===== src/sv/tkac_pkg.sv =====
// shared types and constants of the top-k accuracy counter
// no dependencies; used by every module of the block but tkac_ram
package tkac_pkg;

	localparam int unsigned TKAC_MAX_CLASSES = 1024;
	localparam int unsigned TKAC_SCORE_W     = 16;
	localparam int unsigned TKAC_LABEL_W     = 10;
	localparam int unsigned TKAC_TOPK_W      = 11;
	localparam int unsigned TKAC_TOTAL_W     = 32;
	localparam int unsigned TKAC_ADDR_W      = 4;
	localparam int unsigned TKAC_DATA_W      = 32;

	// register index codes, taken from paddr[3:2]
	typedef enum logic [1:0] {
		REG_TOP_K        = 2'd0,
		REG_IGNORE_EN    = 2'd1,
		REG_IGNORE_LABEL = 2'd2
	} tkac_reg_t;

	// one input word: a class score of the current sample
	typedef struct packed {
		logic signed [TKAC_SCORE_W-1:0] score;
		logic [TKAC_LABEL_W-1:0]        true_label;
		logic                           last_score;
	} tkac_item_t;

	// one result word per sample
	typedef struct packed {
		logic                    sample_hit;
		logic                    sample_ignored;
		logic                    label_error;
		logic [TKAC_TOTAL_W-1:0] hit_total;
		logic [TKAC_TOTAL_W-1:0] sample_total;
	} tkac_res_t;

	// configuration register contents
	typedef struct packed {
		logic [TKAC_TOPK_W-1:0]  top_k;
		logic                    ignore_enable;
		logic [TKAC_LABEL_W-1:0] ignore_label;
	} tkac_cfg_t;

	localparam tkac_cfg_t TKAC_CFG_RESET = '{
		top_k:         TKAC_TOPK_W'(1),
		ignore_enable: 1'b0,
		ignore_label:  '0
	};

endpackage


===== src/sv/tkac_rank.sv =====
// rank walker: reads the buffered scores one per cycle and counts classes
// ranking above the true label; depends on tkac_pkg (widths)
module tkac_rank #(
	parameter int unsigned MAX_CLASSES = tkac_pkg::TKAC_MAX_CLASSES,
	localparam int unsigned AW         = $clog2(MAX_CLASSES),
	localparam int unsigned CNT_W      = $clog2(MAX_CLASSES + 1)
) (
	input  logic                              clk,
	input  logic                              arst_n,
	input  logic                              start,
	input  logic [tkac_pkg::TKAC_LABEL_W-1:0] label,
	input  logic [CNT_W-1:0]                  n,
	output logic                              ren,
	output logic [AW-1:0]                     raddr,
	input  logic [tkac_pkg::TKAC_SCORE_W-1:0] rdata,
	output logic                              done,
	output logic [CNT_W-1:0]                  above
);

	import tkac_pkg::*;

	typedef enum logic [1:0] {
		R_IDLE,
		R_REF,
		R_WALK
	} rank_state_t;

	rank_state_t                    state_q;
	logic [CNT_W-1:0]               idx_cnt_q;
	logic                           ref_pend_q;
	logic                           rd_pend_q;
	logic                           done_q;
	logic [CNT_W-1:0]               above_q;
	logic signed [TKAC_SCORE_W-1:0] ref_q;
	logic [AW-1:0]                  rd_idx_q;
	logic                           issue;
	logic signed [TKAC_SCORE_W-1:0] cur_score;
	logic                           ranks_above;

	// read issue: the label's score first, then every class in order
	assign issue = (state_q == R_WALK) && (idx_cnt_q < n);
	assign ren   = (state_q == R_REF) || issue;
	assign raddr = (state_q == R_REF) ? AW'(label) : AW'(idx_cnt_q);

	// the compare: higher score, or equal score at a larger index
	assign cur_score   = $signed(rdata);
	assign ranks_above = (cur_score > ref_q) ||
		((cur_score == ref_q) && (rd_idx_q > AW'(label)));

	// sequencer and counters
	always_ff @(posedge clk or negedge arst_n) begin
		if (!arst_n) begin
			state_q    <= R_IDLE;
			idx_cnt_q  <= '0;
			ref_pend_q <= 1'b0;
			rd_pend_q  <= 1'b0;
			done_q     <= 1'b0;
			above_q    <= '0;
		end else begin
			done_q <= (state_q == R_WALK) && !issue && !rd_pend_q && !ref_pend_q;
			unique case (state_q)
				R_IDLE: begin
					if (start) begin
						state_q   <= R_REF;
						idx_cnt_q <= '0;
						above_q   <= '0;
						rd_pend_q <= 1'b0;
					end
				end
				R_REF: begin
					state_q    <= R_WALK;
					ref_pend_q <= 1'b1;
				end
				R_WALK: begin
					ref_pend_q <= 1'b0;
					rd_pend_q  <= issue;
					if (issue) begin
						idx_cnt_q <= idx_cnt_q + CNT_W'(1);
					end
					if (rd_pend_q && ranks_above) begin
						above_q <= above_q + CNT_W'(1);
					end
					if (!issue && !rd_pend_q && !ref_pend_q) begin
						state_q <= R_IDLE;
					end
				end
				default: state_q <= R_IDLE;
			endcase
		end
	end

	// reference score and index of the word in flight
	always_ff @(posedge clk) begin
		if (ref_pend_q) begin
			ref_q <= cur_score;
		end
		if (issue) begin
			rd_idx_q <= raddr;
		end
	end

	assign done  = done_q;
	assign above = above_q;

endmodule


===== config.mk =====
export PLATFORM = sky130hd
export DESIGN_NAME = tkac_rank
export DESIGN_NICKNAME = d
export VERILOG_FILES = /design/src/sv/tkac_pkg.sv /design/src/sv/tkac_rank.sv
export SDC_FILE = /design/constraint.sdc
export NUM_CORES = 1
export LEC_CHECK = 0
export BUFFER_PORTS_ARGS = -buffer_cell sky130_fd_sc_hd__buf_2
export CAP_MARGIN = 20
export CELL_PAD_IN_SITES_DETAIL_PLACEMENT = 0
export CELL_PAD_IN_SITES_GLOBAL_PLACEMENT = 2
export CORE_AREA = 10 10 107 109
export DETAILED_ROUTE_END_ITERATION = 8
export DIE_AREA = 0 0 117 119
export HOLD_SLACK_MARGIN = 0.06
export PLACE_DENSITY = 0.86
export SLEW_MARGIN = 5
export SYNTH_ARGS = -nofsm -noshare
export SYNTH_HDL_FRONTEND = slang
export SYNTH_SLANG_ARGS = --single-unit

===== constraint.sdc =====
create_clock -name clk -period 8.1 [get_ports clk]
set_input_delay 1.62 -clock clk [delete_from_list [all_inputs] [get_ports clk]]
set_output_delay 1.62 -clock clk [all_outputs]
set_load 0.05 [all_outputs]

==> flow_summary.toml <==
[global_route]
grt_use_met2 = 0.209
gr-usage-all-layers = 0.123
overflow = 0
grt_pass1_vias = 2767
busiest_layer = "met2"
grt_pass1_wl_um = 13900
grt_use_met1 = 0.150
grt_max_degree = 28
antenna_found_initial = 0
met3_usage = 0.0291

[place]
placement.setup.worst_slack_ns = 2.23
placed_area_um2 = 3950
io_buffers = 62
routabilityCongestion = 0.732
place.detailed.hpwl_um = 6340

[timing]
fin_tns_setup_ns = 0
final-setup-viol-count = 0
maxSlewViolCount = 0
rsz0062_at_grt = "false"
relSlewSlack = 0.304
period_minus_slack_ns = 5.93
whs_ns = 0.517
fmax_ghz = 0.169
period_share = 0.732
finalClockSkew_ns = 0.00676
hold_violations = 0
setup_ws_ns = 2.17
tightest_slew_ns = 1.04

[synthesis]
synthTopCellsByCount = "46 x inv_1, 41 x ha_1, 27 x dfrtp_1"
synth_ff_type = "dfrtp_1"
synth_async_sr_flop_share = 0.509
syn_nets = 425
yosysTopAreaCell = "edfxtp_1"
seq_area_frac_synth = 0.410
yosysMostFrequentCell = "inv_1"
synth_top_cell_area_share = 0.220
synth-seq-cells = 53
synth.distinct_cells = 49
syn_area_per_cell_um2 = 10.3
synth_cells = 344
synth.area.top_cells = "edfxtp_1 22%, dfrtp_1 19%, ha_1 14%, inv_1 4.9%, mux2_2 3.8%"
synth_warnings = 0
synth_edf_count = 26
syn_area_um2 = 3560

[min_path]
min_path_type = "reg2reg"
worstHoldStart = "rd_pend_q"

[setup_path]
required_ns = 6.48
critPathTopFamily = "compound AO/OA/AOI/OAI gates"
path_cells = "buf_2 > inv_1 > ha_1 > a21o_1 > a21o_1 > a221o_1 > a31o_2 > nor2_1 > or2_2 > buf_2"
cp.arrival_ns = 4.31
crit_type = "in2out"
crit_buf_inv = 3
crit_path_end = "ren"
max_stage_delay_ns = 0.75
endpoint_kind = "output port"
critPathSlowestCell = "nor2_1"
rrSetupSlack_ns = 4.43
startpoint = "n[8]"
rr_worst_depth = 8
crit_fanout = 19
r2r-end = "above[0]"
critical_path_cell_count = 10
r2r-start = "state_q[0]"
startpoint_type = "input port"

[floorplanning]
die_area_um2 = 13900
die_x_um = 117
dieHeight_um = 119
row_count = 36
start_util = 0.376
core_area_um2 = 9460
ios = 63

[outcome]
status = "complete, no violations"

[detailed_routing]
routed_via_density = 5.37
drt_first_iter_violations = 156
antenna_left = 0
vias = 2772
drt-total-wl_um = 8400
drc = 0
wl_per_cell_um = 16.3
drtPass1Iterations = 4

[cts]
cts_resized = 0
cts_sinks = 53
clkTransAtPathRegs_ns = 0.09
postCtsHoldBufs = 0
post-cts-setup-buffers = 0
cts-root-buf = "clkbuf_8"
cts_tree = "yes"
h-tree-depth = 2
clk_latency_ns = 0.30
cts_made_buffers = 5
cts_buffer_depth = 2

[pwr]
powerDensity_nw_per_um2 = 251
worst_ir_drop_vdd_mv = 0.101
leakage_nw = 2.02
total_power_mw = 1.01

[cells_and_area]
drive_gt1_frac = 0.231
num_antenna_cells = 0
syn_to_final_growth_pct = 13.5
final_cell_area_um2 = 4040
layout.nets = 482

[job]
drv_cap = 0
how the worst min path moves through the flow:
| stage | to | slack, ns | depth (start not counted) |
|---|---|---|---|
| after CTS | rd_pend_q | 0.52 | 2 |
| after global routing | rd_pend_q | 0.54 | 2 |
| final | rd_pend_q | 0.52 | 2 |
| after global placement | rd_pend_q | 0.49 | 2 |
| after detailed placement | rd_pend_q | 0.50 | 2 |
| after floorplan | rd_pend_q | 0.47 | 2 |
per-stage QoR:
step / cells / util
floorplan: 344 / -
global placement: 508 / 0.417
detailed placement: 508 / 0.417
CTS: 516 / 0.427
global route: 516 / 0.427
finish: 516 / 0.427
sequential cells by signal, indices dropped and copies added, names as in the netlist:
| name | count |
|---|---|
| idx_cnt_q | 11 |
| ref_pend_q | 1 |
| state_q | 2 |
| rd_pend_q | 1 |
| above | 11 |
| rd_idx_q | 10 |
| ref_q | 16 |
| done | 1 |
final cells by class:
class / instances / area (um2)
Fill cell: 962 / 5420
Multi-Input combinational cell: 233 / 1860
Inverter: 46 / 173
Sequential cell: 53 / 1460
Tap cell: 114 / 143
Timing Repair Buffer: 62 / 310
Clock buffer: 8 / 90.1
cells in the final DEF (no fill, tap or decap), drive strengths merged, types with 6 or more instances in the layout:
| cell type | instances |
|---|---|
| mux2i | 12 |
| mux2 | 12 |
| a21oi | 11 |
| nand2b | 11 |
| buf | 62 |
| nor2 | 12 |
| and3 | 13 |
| o21ai | 10 |
| nand3 | 13 |
| nand2 | 24 |
| clkbuf | 8 |
| ha | 41 |
| a41oi | 8 |
| inv | 46 |
| nand4 | 8 |
| a21o | 6 |
| dfrtp | 27 |
| edfxtp | 26 |
power by group:
part | switching (mW) | internal [mW] | total [mW]
registers | 0.0504 | 0.349 | 0.399
clock network | 0.0852 | 0.0700 | 0.155
logic | 0.309 | 0.150 | 0.459
routing by layer:
| metal | vias up | share of wire |
|---|---|---|
| met1 | 1337 | 0.43 |
| met2 | 55 | 0.50 |
| met3 | 7 | 0.054 |
| li1 | 1373 | - |
| met4 | 0 | 0.011 |
| met5 | - | 0 |
worst register-to-register path, cell delays in order (launching register included):
cell,delay (ns)
dfrtp_1,0.40
inv_1,0.08
ha_1,0.49
inv_1,0.69
nor2_1,0.14
nor3_1,0.30
nand4bb_1,0.53
and3_1,0.59
mux2_2,0.34
kinds of logic after synthesis:
group | share of synthesized area
AND/OR/NAND/NOR | 0.154
AO/OA/AOI/OAI | 0.154
adder cells (fa/ha/maj) | 0.144
buffers and inverters | 0.0662
multiplexers | 0.0718
flip-flops | 0.410
Power figures use the tool's default switching activity.
