==> config.mk <==
export PLATFORM = sky130hd
export DESIGN_NAME = tkac_cfg
export DESIGN_NICKNAME = d
export VERILOG_FILES = /design/src/sv/tkac_pkg.sv /design/src/sv/tkac_cfg.sv
export SDC_FILE = /design/constraint.sdc
export NUM_CORES = 1
export LEC_CHECK = 0
export BUFFER_PORTS_ARGS = -buffer_cell sky130_fd_sc_hd__buf_4
export CORE_MARGIN = 1
export CORE_UTILIZATION = 35
export DETAILED_ROUTE_END_ITERATION = 10
export GPL_ROUTABILITY_DRIVEN = 1
export PLACE_DENSITY = 0.84
export SETUP_SLACK_MARGIN = 0.15
export SYNTH_ARGS = -nofsm -noshare
export SYNTH_HDL_FRONTEND = slang
export SYNTH_SLANG_ARGS = --single-unit
==> constraint.sdc <==
create_clock -name clk -period 0.8 [get_ports clk]
set_clock_uncertainty 0.15 [all_clocks]
set_input_delay 0.04 -clock clk [delete_from_list [all_inputs] [get_ports clk]]
set_output_delay 0.04 -clock clk [all_outputs]
set_load 0.03 [all_outputs]
==> src/sv/tkac_pkg.sv <==
// shared types and constants of the top-k accuracy counter
// no dependencies; used by every module of the block but tkac_ram
package tkac_pkg;

	localparam int unsigned TKAC_MAX_CLASSES = 1024;
	localparam int unsigned TKAC_SCORE_W     = 16;
	localparam int unsigned TKAC_LABEL_W     = 10;
	localparam int unsigned TKAC_TOPK_W      = 11;
	localparam int unsigned TKAC_TOTAL_W     = 32;
	localparam int unsigned TKAC_ADDR_W      = 4;
	localparam int unsigned TKAC_DATA_W      = 32;

	// register index codes, taken from paddr[3:2]
	typedef enum logic [1:0] {
		REG_TOP_K        = 2'd0,
		REG_IGNORE_EN    = 2'd1,
		REG_IGNORE_LABEL = 2'd2
	} tkac_reg_t;

	// one input word: a class score of the current sample
	typedef struct packed {
		logic signed [TKAC_SCORE_W-1:0] score;
		logic [TKAC_LABEL_W-1:0]        true_label;
		logic                           last_score;
	} tkac_item_t;

	// one result word per sample
	typedef struct packed {
		logic                    sample_hit;
		logic                    sample_ignored;
		logic                    label_error;
		logic [TKAC_TOTAL_W-1:0] hit_total;
		logic [TKAC_TOTAL_W-1:0] sample_total;
	} tkac_res_t;

	// configuration register contents
	typedef struct packed {
		logic [TKAC_TOPK_W-1:0]  top_k;
		logic                    ignore_enable;
		logic [TKAC_LABEL_W-1:0] ignore_label;
	} tkac_cfg_t;

	localparam tkac_cfg_t TKAC_CFG_RESET = '{
		top_k:         TKAC_TOPK_W'(1),
		ignore_enable: 1'b0,
		ignore_label:  '0
	};

endpackage

==> src/sv/tkac_cfg.sv <==
// APB-style configuration registers of the top-k accuracy counter
// depends on tkac_pkg (register codes, config struct, reset values)
module tkac_cfg (
	input  logic                             clk,
	input  logic                             arst_n,
	input  logic                             psel,
	input  logic                             penable,
	input  logic                             pwrite,
	input  logic [tkac_pkg::TKAC_ADDR_W-1:0] paddr,
	input  logic [tkac_pkg::TKAC_DATA_W-1:0] pwdata,
	output logic [tkac_pkg::TKAC_DATA_W-1:0] prdata,
	output logic                             pready,
	output tkac_pkg::tkac_cfg_t              cfg
);

	import tkac_pkg::*;

	tkac_cfg_t  cfg_q;
	logic       wr_en;
	logic [1:0] reg_idx;

	assign pready  = 1'b1;
	assign wr_en   = psel && penable && pwrite && pready;
	assign reg_idx = paddr[3:2];

	// register writes, unknown indexes are dropped
	always_ff @(posedge clk or negedge arst_n) begin
		if (!arst_n) begin
			cfg_q <= TKAC_CFG_RESET;
		end else if (wr_en) begin
			unique case (reg_idx)
				REG_TOP_K:        cfg_q.top_k         <= pwdata[TKAC_TOPK_W-1:0];
				REG_IGNORE_EN:    cfg_q.ignore_enable <= pwdata[0];
				REG_IGNORE_LABEL: cfg_q.ignore_label  <= pwdata[TKAC_LABEL_W-1:0];
				default:          cfg_q               <= cfg_q;
			endcase
		end
	end

	// read mux
	always_comb begin
		unique case (reg_idx)
			REG_TOP_K:        prdata = TKAC_DATA_W'(cfg_q.top_k);
			REG_IGNORE_EN:    prdata = TKAC_DATA_W'(cfg_q.ignore_enable);
			REG_IGNORE_LABEL: prdata = TKAC_DATA_W'(cfg_q.ignore_label);
			default:          prdata = '0;
		endcase
	end

	assign cfg = cfg_q;

endmodule

==> flow_metrics.env, run 1 <==
export IMPL_detailedPlacementHpwl_mm=2.026
export IMPL_final_setup_viols=55
export IMPL_cts_buf_count=3
export IMPL_min_tclk_post_route_ps=1401
export IMPL_synth_cell_types=16
export IMPL_path_buf_inv=1
export IMPL_hold_path_class="input port to flip-flop"
export IMPL_ir_worst_vdd_v=0.001372
export IMPL_antennaDiodeCount=0
export IMPL_drtPass1Iterations=3
export IMPL_area_inside_the_core_boundary_um2=3363
export IMPL_clock_fmax_mhz=713.8
export IMPL_critical_path_peak_fanout=2
export IMPL_rsz0062_at_grt="true"
export IMPL_detailed_place_area_um2=1728
export IMPL_power_leakage_nw=1.107
export IMPL_violations="negative hold slack, negative setup slack"
export IMPL_post_route_period_util_pct=175.1
export IMPL_maxCapViolations=0
export IMPL_clkLatencyLatePin_ps=290
export IMPL_timing_critical_path_slowest_stage_cell="dfstp_2"
export IMPL_end_kind="output port"
export IMPL_ys_seq_elements=22
export IMPL_cp_required_ps=610
export IMPL_layout_common_cells="buf_6 (62), buf_4 (24), conb_1 (22), mux2_4 (21), dfrtp_2 (12)"
export IMPL_syn_avg_cell_area_um2=12.44
export IMPL_syn2layout_area_growth_pct=79.27
export IMPL_clkSlewWorstSetupHoldPaths_ps=120
export IMPL_die_height_um=61.31
export IMPL_grt_overflow_total=0
export IMPL_most_common_cell_after_layout_fill_and_taps_aside="buf_6"
export IMPL_worstPathCellList="mux2i_1 > o21ai_2 > buf_6"
export IMPL_global_route_usage_total_pct=18.47
export IMPL_numPlacedInstances=199
export IMPL_avgViaCountPerCell=4.404
export IMPL_final_cell_count_no_fill=230
export IMPL_floorplan_die_area_um2=3759
export IMPL_hold_worst_slack_ps=-174.9
export IMPL_drt_drc_violations_left=0
export IMPL_largest_reg_flops=22
export IMPL_timing_max_transition_violations_final=0
export IMPL_drt_iter0_markers=10
export IMPL_rows=21
export IMPL_final_hold_violation_count=22
export IMPL_post_cts_hold_buffer_count=1
export IMPL_layout_nets=226
export IMPL_antenna_found_initial=0
export IMPL_first_global_vias=1010
export IMPL_portBuffers=50
export IMPL_cp_slowest_stage_delay_ps=560
export IMPL_postLayoutCellArea_um2=2207
export IMPL_result_of_the_run="finished, violations left"
export IMPL_power_density_nw_per_um2=2445
export IMPL_post_synth_instance_area_um2=1231
export IMPL_yosysWarnings=0
export IMPL_share_of_the_yosys_chip_area_belonging_to_registers_pct=44.82
export IMPL_htreeDepth=1
export IMPL_globalplace_congestion=0.6988
export IMPL_setup_worst_path_start_class="flip-flop"
export IMPL_final_antenna_net_count=0
export IMPL_floorplan_io_pins=96
export IMPL_cts_root_to_sink_buffers=2
export IMPL_tritoncts="built"
export IMPL_synthesis_instances=99
export IMPL_detail_route_wirelength_mm=3.317
export IMPL_vias=1013
export IMPL_initial_core_util_pct=36.61
export IMPL_worst_setup_path_type="flip-flop to output port"
export IMPL_wl_per_cell_um=14.42
export IMPL_grt_first_pass_wirelength_mm=4.954
export IMPL_ctsRootBufferMaster="clkbuf_4"
export IMPL_critical_path_arrival_ps=1210
export IMPL_clock_sink_count=22
export IMPL_die_x_um=61.31
export IMPL_setup_ws_ps=-601.0
export IMPL_critPathTopFamily="flip-flops"
export IMPL_pin_count_of_the_biggest_net_entering_global_routing=23
export IMPL_layout_drive_gt1_share_pct=76.63
## stage by stage
stage | hold slack (ps) | power (mW) | util (%) | worst slack (ps) | TNS [ps]
floorplan | -405.6 | 3.102 | - | -429.7 | -10580
global placement | -215.5 | 3.818 | 51.38 | -455.3 | -11460
detailed placement | -206.8 | 3.859 | 51.38 | -485.5 | -12040
CTS | -186.5 | 5.130 | 62.50 | -598.5 | -18240
global route | -200.7 | 5.685 | 65.63 | -665.0 | -21850
finish | -174.9 | 5.396 | 65.63 | -601.0 | -19690
## layer usage
metal  vias up  routed length (um)  global-route usage (%)
li1        460                   -                       -
met1       506                1358                   23.36
met2        45                1793                   31.83
met3         2                 156                   3.571
met4         0                   8                   5.844
met5         -                   0                       0
## worst register-to-register path: cells and delay by family, from the launching register on
| family | cells | cell delay [ps] |
|---|---|---|
| mux | 1 | 260 |
| buf+inv | 2 | 220 |
| flops | 1 | 440 |
## layout make-up
| cell class | instances | area, um2 |
|---|---|---|
| clock buffers | 4 | 26.28 |
| fillers | 260 | 1156 |
| multi-input cells | 71 | 668.1 |
| flip-flops and latches | 22 | 566.8 |
| well taps | 46 | 57.56 |
| repair buffers | 87 | 888.4 |
## kinds of logic (layout without fill, tap and decap cells)
family | Yosys count | in the layout | synth area share, %
AOI/OAI and AO/OA | 1 | 1 | 0.4061
buffers and inverters | 27 | 91 | 16.36
DFF | 22 | 22 | 44.82
muxes | 32 | 32 | 31.30
other | 2 | 22 | 0.6100
and+or+nand+nor | 15 | 16 | 6.504
## timing repair
item / 4_1_cts / 5_1_grt
buffers inserted: 17 / 8
endpoints found under the hold margin: 44 / 22
resized for setup: 54 / 12
pin swaps: 2 / 3
cloned: 1 / 0
endpoints found under the setup margin: 55 / 55
## synth_stat cells (all sizes together)
master  instances  area, um2
buf            26      197.7
mux2           22      285.3
dfrtp          21      525.5
mux2i          10      100.1
nor2            9      33.78
nor3b           3      22.52
conb            2      7.510
clkbuf          1      3.750
dfstp           1      26.28
nand3           1      5.000
nand3b          1      7.510
o21ai           1      5.000
or3             1      11.26
## path summary, 6_finish.rpt
| check | slack (ps) | end | depth (start not counted) | from |
|---|---|---|---|---|
| min in group asynchronous | 20 | cfg[16] | 2 | arst_n |
| hold / removal | -170 | cfg[14] | 2 | pwdata[3] |
| setup reg to reg | -380 | cfg[1] | 3 | cfg[1] |
| max in group asynchronous | 210 | cfg[11] | 2 | arst_n |
| setup / recovery | -600 | prdata[0] | 3 | cfg[11] |
| hold reg to reg | 420 | cfg[10] | 1 | cfg[10] |
## power breakdown
| part | switching, mW | leakage (nW) | internal (mW) |
|---|---|---|---|
| Clock | 0.314 | 0.0150 | 0.194 |
| Combinational | 1.47 | 0.838 | 1.78 |
| Sequential | 0.240 | 0.254 | 1.41 |
(Power assumes the default switching activity.)
==> run 2, diff against run 1 <==
- CORE_UTILIZATION: 35 -> 30
- PLACE_DENSITY: 0.84 -> 0.75
==> run 2 against run 1 <==
Effect of this change: the flow still finishes with violations (negative hold slack, negative setup slack); worst setup slack improved by 47 ps; register-to-register slack about the same; first-iteration DRC count grew 130%; clock power grew 37%; total power increased by 8.9%; hold slack worse by 320 ps; die area grew 16%; via count increased by 3.8%; count of clock-buffer cells in the layout unchanged; combinational power grew 8.6%; routed wire length up 7.9%; sequential cell count unchanged; critical path type unchanged; highest routed layer unchanged.
==> flow_metrics.env, run 2 (synthesized netlist as in run 1, its figures left out) <==
export IMPL_cellInternalPower_mw=3.753
export IMPL_power_frac_seq_pct=28.3
export IMPL_grt_first_pass_wirelength_mm=5.271
export IMPL_detail_route_wirelength_mm=3.578
export IMPL_initial_core_util_pct=32.41
export IMPL_vias=1051
export IMPL_post_route_period_util_pct=169.3
export IMPL_drtPass1Iterations=4
export IMPL_setup_ws_ps=-554.3
export IMPL_rsz0062_at_grt="true"
export IMPL_final_antenna_net_count=0
export IMPL_critical_path_peak_fanout=2
export IMPL_r2r_end="cfg[1]"
export IMPL_pwr_share_clk_pct=11.9
export IMPL_pin_count_of_the_biggest_net_entering_global_routing=23
export IMPL_hold_path_class="input port to async pin"
export IMPL_tritoncts="built"
export IMPL_cp_required_ps=610
export IMPL_syn2layout_area_growth_pct=92.38
export IMPL_floorplan_io_pins=96
export IMPL_drt_drc_violations_left=0
export IMPL_worst_case_setup_slack_after_placement_ps=-485.0
export IMPL_worst_setup_path_type="flip-flop to output port"
export IMPL_global_route_usage_total_pct=16.21
export IMPL_antennaDiodeCount=0
export IMPL_regToRegStartpoint="cfg[1]"
export IMPL_result_of_the_run="finished, violations left"
export IMPL_die_x_um=66.06
export IMPL_power_density_nw_per_um2=2480
export IMPL_clock_sink_count=22
export IMPL_switching_share_pct=36.11
export IMPL_detailedPlacementHpwl_mm=2.278
export IMPL_setup_worst_path_start_class="flip-flop"
export IMPL_grt_overflow_total=0
export IMPL_drt_iter0_markers=23
export IMPL_timing_max_transition_violations_final=0
export IMPL_final_cell_count_no_fill=244
export IMPL_end_kind="output port"
export IMPL_rows=22
export IMPL_finalPower_mw=5.874
export IMPL_clock_fmax_mhz=738.4
export IMPL_layout_drive_gt1_share_pct=78.57
export IMPL_layout_common_cells="buf_6 (76), buf_4 (23), conb_1 (22), mux2_4 (21), dfrtp_2 (12)"
export IMPL_violations="negative hold slack, negative setup slack"
export IMPL_cell_depth_of_the_worst_flop_to_flop_path=3
export IMPL_tns_ps=-18420
export IMPL_numPlacedInstances=215
export IMPL_min_tclk_post_route_ps=1354
export IMPL_cts_buf_count=3
export IMPL_globalplace_congestion=0.7788
export IMPL_maxCapViolations=0
export IMPL_switching_power_total_mw=2.121
export IMPL_layout_nets=238
export IMPL_num_fill_cells=277
export IMPL_largest_reg_flops=22
export IMPL_htreeDepth=1
export IMPL_power_leakage_nw=1.190
export IMPL_critical_path_arrival_ps=1160
export IMPL_die_height_um=66.06
export IMPL_area_inside_the_core_boundary_um2=3799
export IMPL_clkLatencyLatePin_ps=260
export IMPL_ir_worst_vdd_v=0.001539
export IMPL_antenna_found_initial=0
export IMPL_ctsRootBufferMaster="clkbuf_8"
export IMPL_final_setup_viols=55
export IMPL_portBuffers=50
export IMPL_first_global_vias=1111
export IMPL_most_common_cell_after_layout_fill_and_taps_aside="buf_6"
export IMPL_final_hold_violation_count=44
export IMPL_share_comb_of_total_power_pct=59.9
export IMPL_hold_worst_slack_ps=-499.1
export IMPL_wl_per_cell_um=14.66
export IMPL_floorplan_die_area_um2=4364
export IMPL_r2r_slack_ps=-380
export IMPL_cts_root_to_sink_buffers=2
export IMPL_clkSlewWorstSetupHoldPaths_ps=80
export IMPL_avgViaCountPerCell=4.307
==> run 2: cell count changes in the layout (fill, tap and decap cells not counted), sizes merged <==
cell,previous run,this run
buf,86,99
dlygate4sd3,1,0
==> run 2: metal layers <==
| metal | GRT usage (%) | vias to the layer above | part of all wire [%] |
|---|---|---|---|
| li1 | - | 482 | - |
| met1 | 16.27 | 517 | 35 |
| met2 | 33.04 | 46 | 58 |
| met3 | 3.103 | 6 | 4.2 |
| met4 | 4.255 | 0 | 2.2 |
| met5 | 0 | - | 0 |
==> run 2: stage by stage <==
stage	util, %	area, um2
after detailed placement	48.32	1836
after global placement	48.32	1836
after CTS	58.79	2233
after floorplan	-	1424
after global routing	62.35	2369
final	62.35	2369
==> run 2: final cells by class <==
| type | instances | area, um2 | share of cell area (%) |
|---|---|---|---|
| multi-input combinational | 71 | 668.1 | 28.21 |
| tap | 48 | 60.06 | 2.536 |
| clock buffer | 4 | 45.04 | 1.902 |
| sequential | 22 | 566.8 | 23.93 |
| timing repair buffer | 99 | 1028 | 43.42 |
==> run 2: worst max path at each step <==
stage	slack, ps	to	startpoint
floorplan	-430	cfg[13]	paddr[3]
global placement	-460	cfg[13]	paddr[2]
detailed placement	-480	cfg[13]	paddr[2]
CTS	-540	prdata[0]	cfg[11]
global route	-590	prdata[0]	cfg[11]
finish	-550	prdata[0]	cfg[11]
==> run 2: power groups by stage <==
stage	clock network, mW	logic (mW)	registers [mW]
6_report	0.697	3.52	1.66
5_1_grt	0.759	3.68	1.69
4_1_cts	0.708	3.17	1.65
3_5_place_dp	0	2.45	1.65
3_3_place_gp	0	2.40	1.62
2_1_floorplan	0	0.965	2.14
==> run 2: what timing repair did <==
action / CTS / global route
cloned: 1 / 0
setup buffers: 14 / 10
endpoints found under the hold margin: 44 / 44
gates resized for setup: 64 / 16
setup endpoints to repair: 55 / 55
pin swaps: 3 / 3
==> run 2: critical path: stages, from the launching register on <==
cell and delay (ps):
dfstp_2 540, mux2i_1 70, o21ai_2 150, buf_6 150
==> run 3, diff against run 2 <==
- CORE_UTILIZATION: 30 -> 39
- PLACE_DENSITY: 0.75 -> 0.88
- clock period: 0.8 -> 1.4 ns (I/O delays scaled with it)
==> run 3 against run 2 <==
Effect of this change: the run ends with negative setup slack left; non-clock buffer count is 12 lower; combinational power fell by 56%; worst setup slack improved by 550 ps; critical path type unchanged; largest power group unchanged.
==> flow_metrics.env, run 3 (synthesized netlist as in run 1, its figures left out) <==
export IMPL_violations="negative setup slack"
export IMPL_wl_per_cell_um=13.49
export IMPL_final_antenna_net_count=0
export IMPL_critical_path_peak_fanout=2
export IMPL_drt_iter0_markers=13
export IMPL_portBuffers=50
export IMPL_final_core_utilization_pct=65.99
export IMPL_syn2layout_area_growth_pct=62.30
export IMPL_setup_ws_ps=-5.516
export IMPL_floorplan_io_pins=96
export IMPL_detail_route_wirelength_mm=3.063
export IMPL_largest_reg_flops=22
export IMPL_floorplan_die_area_um2=3385
export IMPL_numPlacedInstances=192
export IMPL_avgViaCountPerCell=4.348
export IMPL_cts_buf_count=3
export IMPL_critical_path_arrival_ps=1190
export IMPL_hold_path_class="input port to async pin"
export IMPL_clock_sink_count=22
export IMPL_end_kind="output port"
export IMPL_grt_met2_usage_pct=34.32
export IMPL_drtPass1Iterations=2
export IMPL_power_frac_seq_pct=31.8
export IMPL_rows=20
export IMPL_ir_worst_vdd_v=0.0009895
export IMPL_cellInternalPower_mw=1.683
export IMPL_crit_path_start="cfg[11]"
export IMPL_antennaDiodeCount=0
export IMPL_antenna_found_initial=0
export IMPL_clkLatencyLatePin_ps=290
export IMPL_ctsRootBufferMaster="clkbuf_4"
export IMPL_final_hold_violation_count=0
export IMPL_grt_util_met3_pct=3.125
export IMPL_layout_nets=225
export IMPL_num_fill_cells=218
export IMPL_setup_worst_path_start_class="flip-flop"
export IMPL_final_cell_count_no_fill=227
export IMPL_layout_drive_gt1_share_pct=62.30
export IMPL_htreeDepth=1
export IMPL_r2r_slack_ps=330
export IMPL_die_x_um=58.19
export IMPL_maxCapViolations=0
export IMPL_met1_track_usage_gr_pct=21.26
export IMPL_cts_root_to_sink_buffers=2
export IMPL_grt_overflow_total=0
export IMPL_global_route_usage_total_pct=18.01
export IMPL_initial_core_util_pct=40.66
export IMPL_globalplace_congestion=0.6776
export IMPL_drt_drc_violations_left=0
export IMPL_r2r_end="cfg[2]"
export IMPL_top_usage_layer="met2"
export IMPL_critical_path_endpoint="prdata[0]"
export IMPL_area_inside_the_core_boundary_um2=3028
export IMPL_most_common_cell_after_layout_fill_and_taps_aside="buf_4"
export IMPL_regToRegStartpoint="cfg[2]"
export IMPL_tritoncts="built"
export IMPL_cp_required_ps=1180
export IMPL_clock_fmax_mhz=711.5
export IMPL_layout_common_cells="buf_4 (52), buf_6 (23), conb_1 (22), dfrtp_1 (21)"
export IMPL_share_comb_of_total_power_pct=55.8
export IMPL_first_global_vias=1042
export IMPL_die_height_um=58.19
export IMPL_cell_depth_of_the_worst_flop_to_flop_path=2
export IMPL_switching_share_pct=38.98
export IMPL_switching_power_total_mw=1.075
export IMPL_post_route_period_util_pct=100.4
export IMPL_power_density_nw_per_um2=1380
export IMPL_power_leakage_nw=1.038
export IMPL_rsz0062_at_grt="true"
export IMPL_clkSlewWorstSetupHoldPaths_ps=130
export IMPL_final_setup_viols=1
export IMPL_result_of_the_run="finished, violations left"
export IMPL_worst_setup_path_type="flip-flop to output port"
export IMPL_grt_first_pass_wirelength_mm=4.698
export IMPL_timing_max_transition_violations_final=0
export IMPL_min_tclk_post_route_ps=1406
export IMPL_pin_count_of_the_biggest_net_entering_global_routing=23
export IMPL_pwr_share_clk_pct=12.4
export IMPL_vias=987
export IMPL_detailedPlacementHpwl_mm=1.891
-- run 3: cell count changes in the layout (fill, tap and decap cells not counted), moves of 2 or more --
| cell | previous run | this run |
|---|---|---|
| buf_6 | 76 | 23 |
| buf_4 | 23 | 52 |
| dfrtp_1 | 9 | 21 |
| dfrtp_2 | 12 | 0 |
| dlygate4sd3_1 | 0 | 12 |
| mux2_2 | 1 | 12 |
| mux2_4 | 21 | 10 |
| clkbuf_4 | 0 | 3 |
| clkbuf_8 | 3 | 1 |
| mux2i_1 | 8 | 10 |
| mux2i_2 | 2 | 0 |
-- run 3: timing repair --
| item | CTS | global route |
|---|---|---|
| resized for setup | 10 | 13 |
| buffers inserted | 19 | 0 |
| endpoints found under the hold margin | 44 | 0 |
| pin swaps | 2 | 3 |
| hold buffers | 12 | 0 |
| endpoints found under the setup margin | 11 | 25 |
-- run 3: area by class of cell --
cell class	instances	area [um2]	share of cell area [%]
flip-flops and latches	22	551.8	27.61
multi-input cells	70	585.6	29.30
well taps	44	55.05	2.755
clock buffers	4	36.28	1.816
repair buffers	87	769.5	38.51
-- run 3: metal layers --
metal / routed length (um) / vias up
met5: 0 / -
met4: 27 / 0
met3: 208 / 4
met2: 1649 / 53
met1: 1178 / 471
li1: - / 459
-- run 3: how the worst min path moves through the flow --
stage                     endpoint  cells after the start
final                      cfg[19]                      2
after global routing       cfg[19]                      2
after CTS                   cfg[7]                      2
after detailed placement    cfg[7]                      1
after global placement      cfg[4]                      1
after floorplan             cfg[0]                      0
-- run 3: power by group through the flow --
stage	clock network (mW)	registers, mW	logic [mW]
2_1_floorplan	0	1.20	0.502
3_3_place_gp	0	0.910	1.14
3_5_place_dp	0	0.924	1.16
4_1_cts	0.349	0.870	1.45
5_1_grt	0.385	0.892	1.61
6_report	0.343	0.877	1.54
-- run 3: critical path, cell delays in order, from the launching register on --
cell and delay [ps]:
dfstp_2 550, mux2i_1 60, o21ai_1 110, buf_4 170
-- run 3: per-stage QoR --
stage                     hold WS, ps  setup TNS, ps  power (mW)  area, um2  setup WS [ps]
after floorplan                -375.6              0       1.701       1334          7.130
after global placement         -183.1              0       2.055       1613          29.81
after detailed placement       -173.8              0       2.086       1613          12.32
after CTS                       33.07         -27.53       2.672       1949         -27.53
after global routing            93.95         -61.27       2.888       1998         -61.27
final                           86.47         -5.516       2.757       1998         -5.516
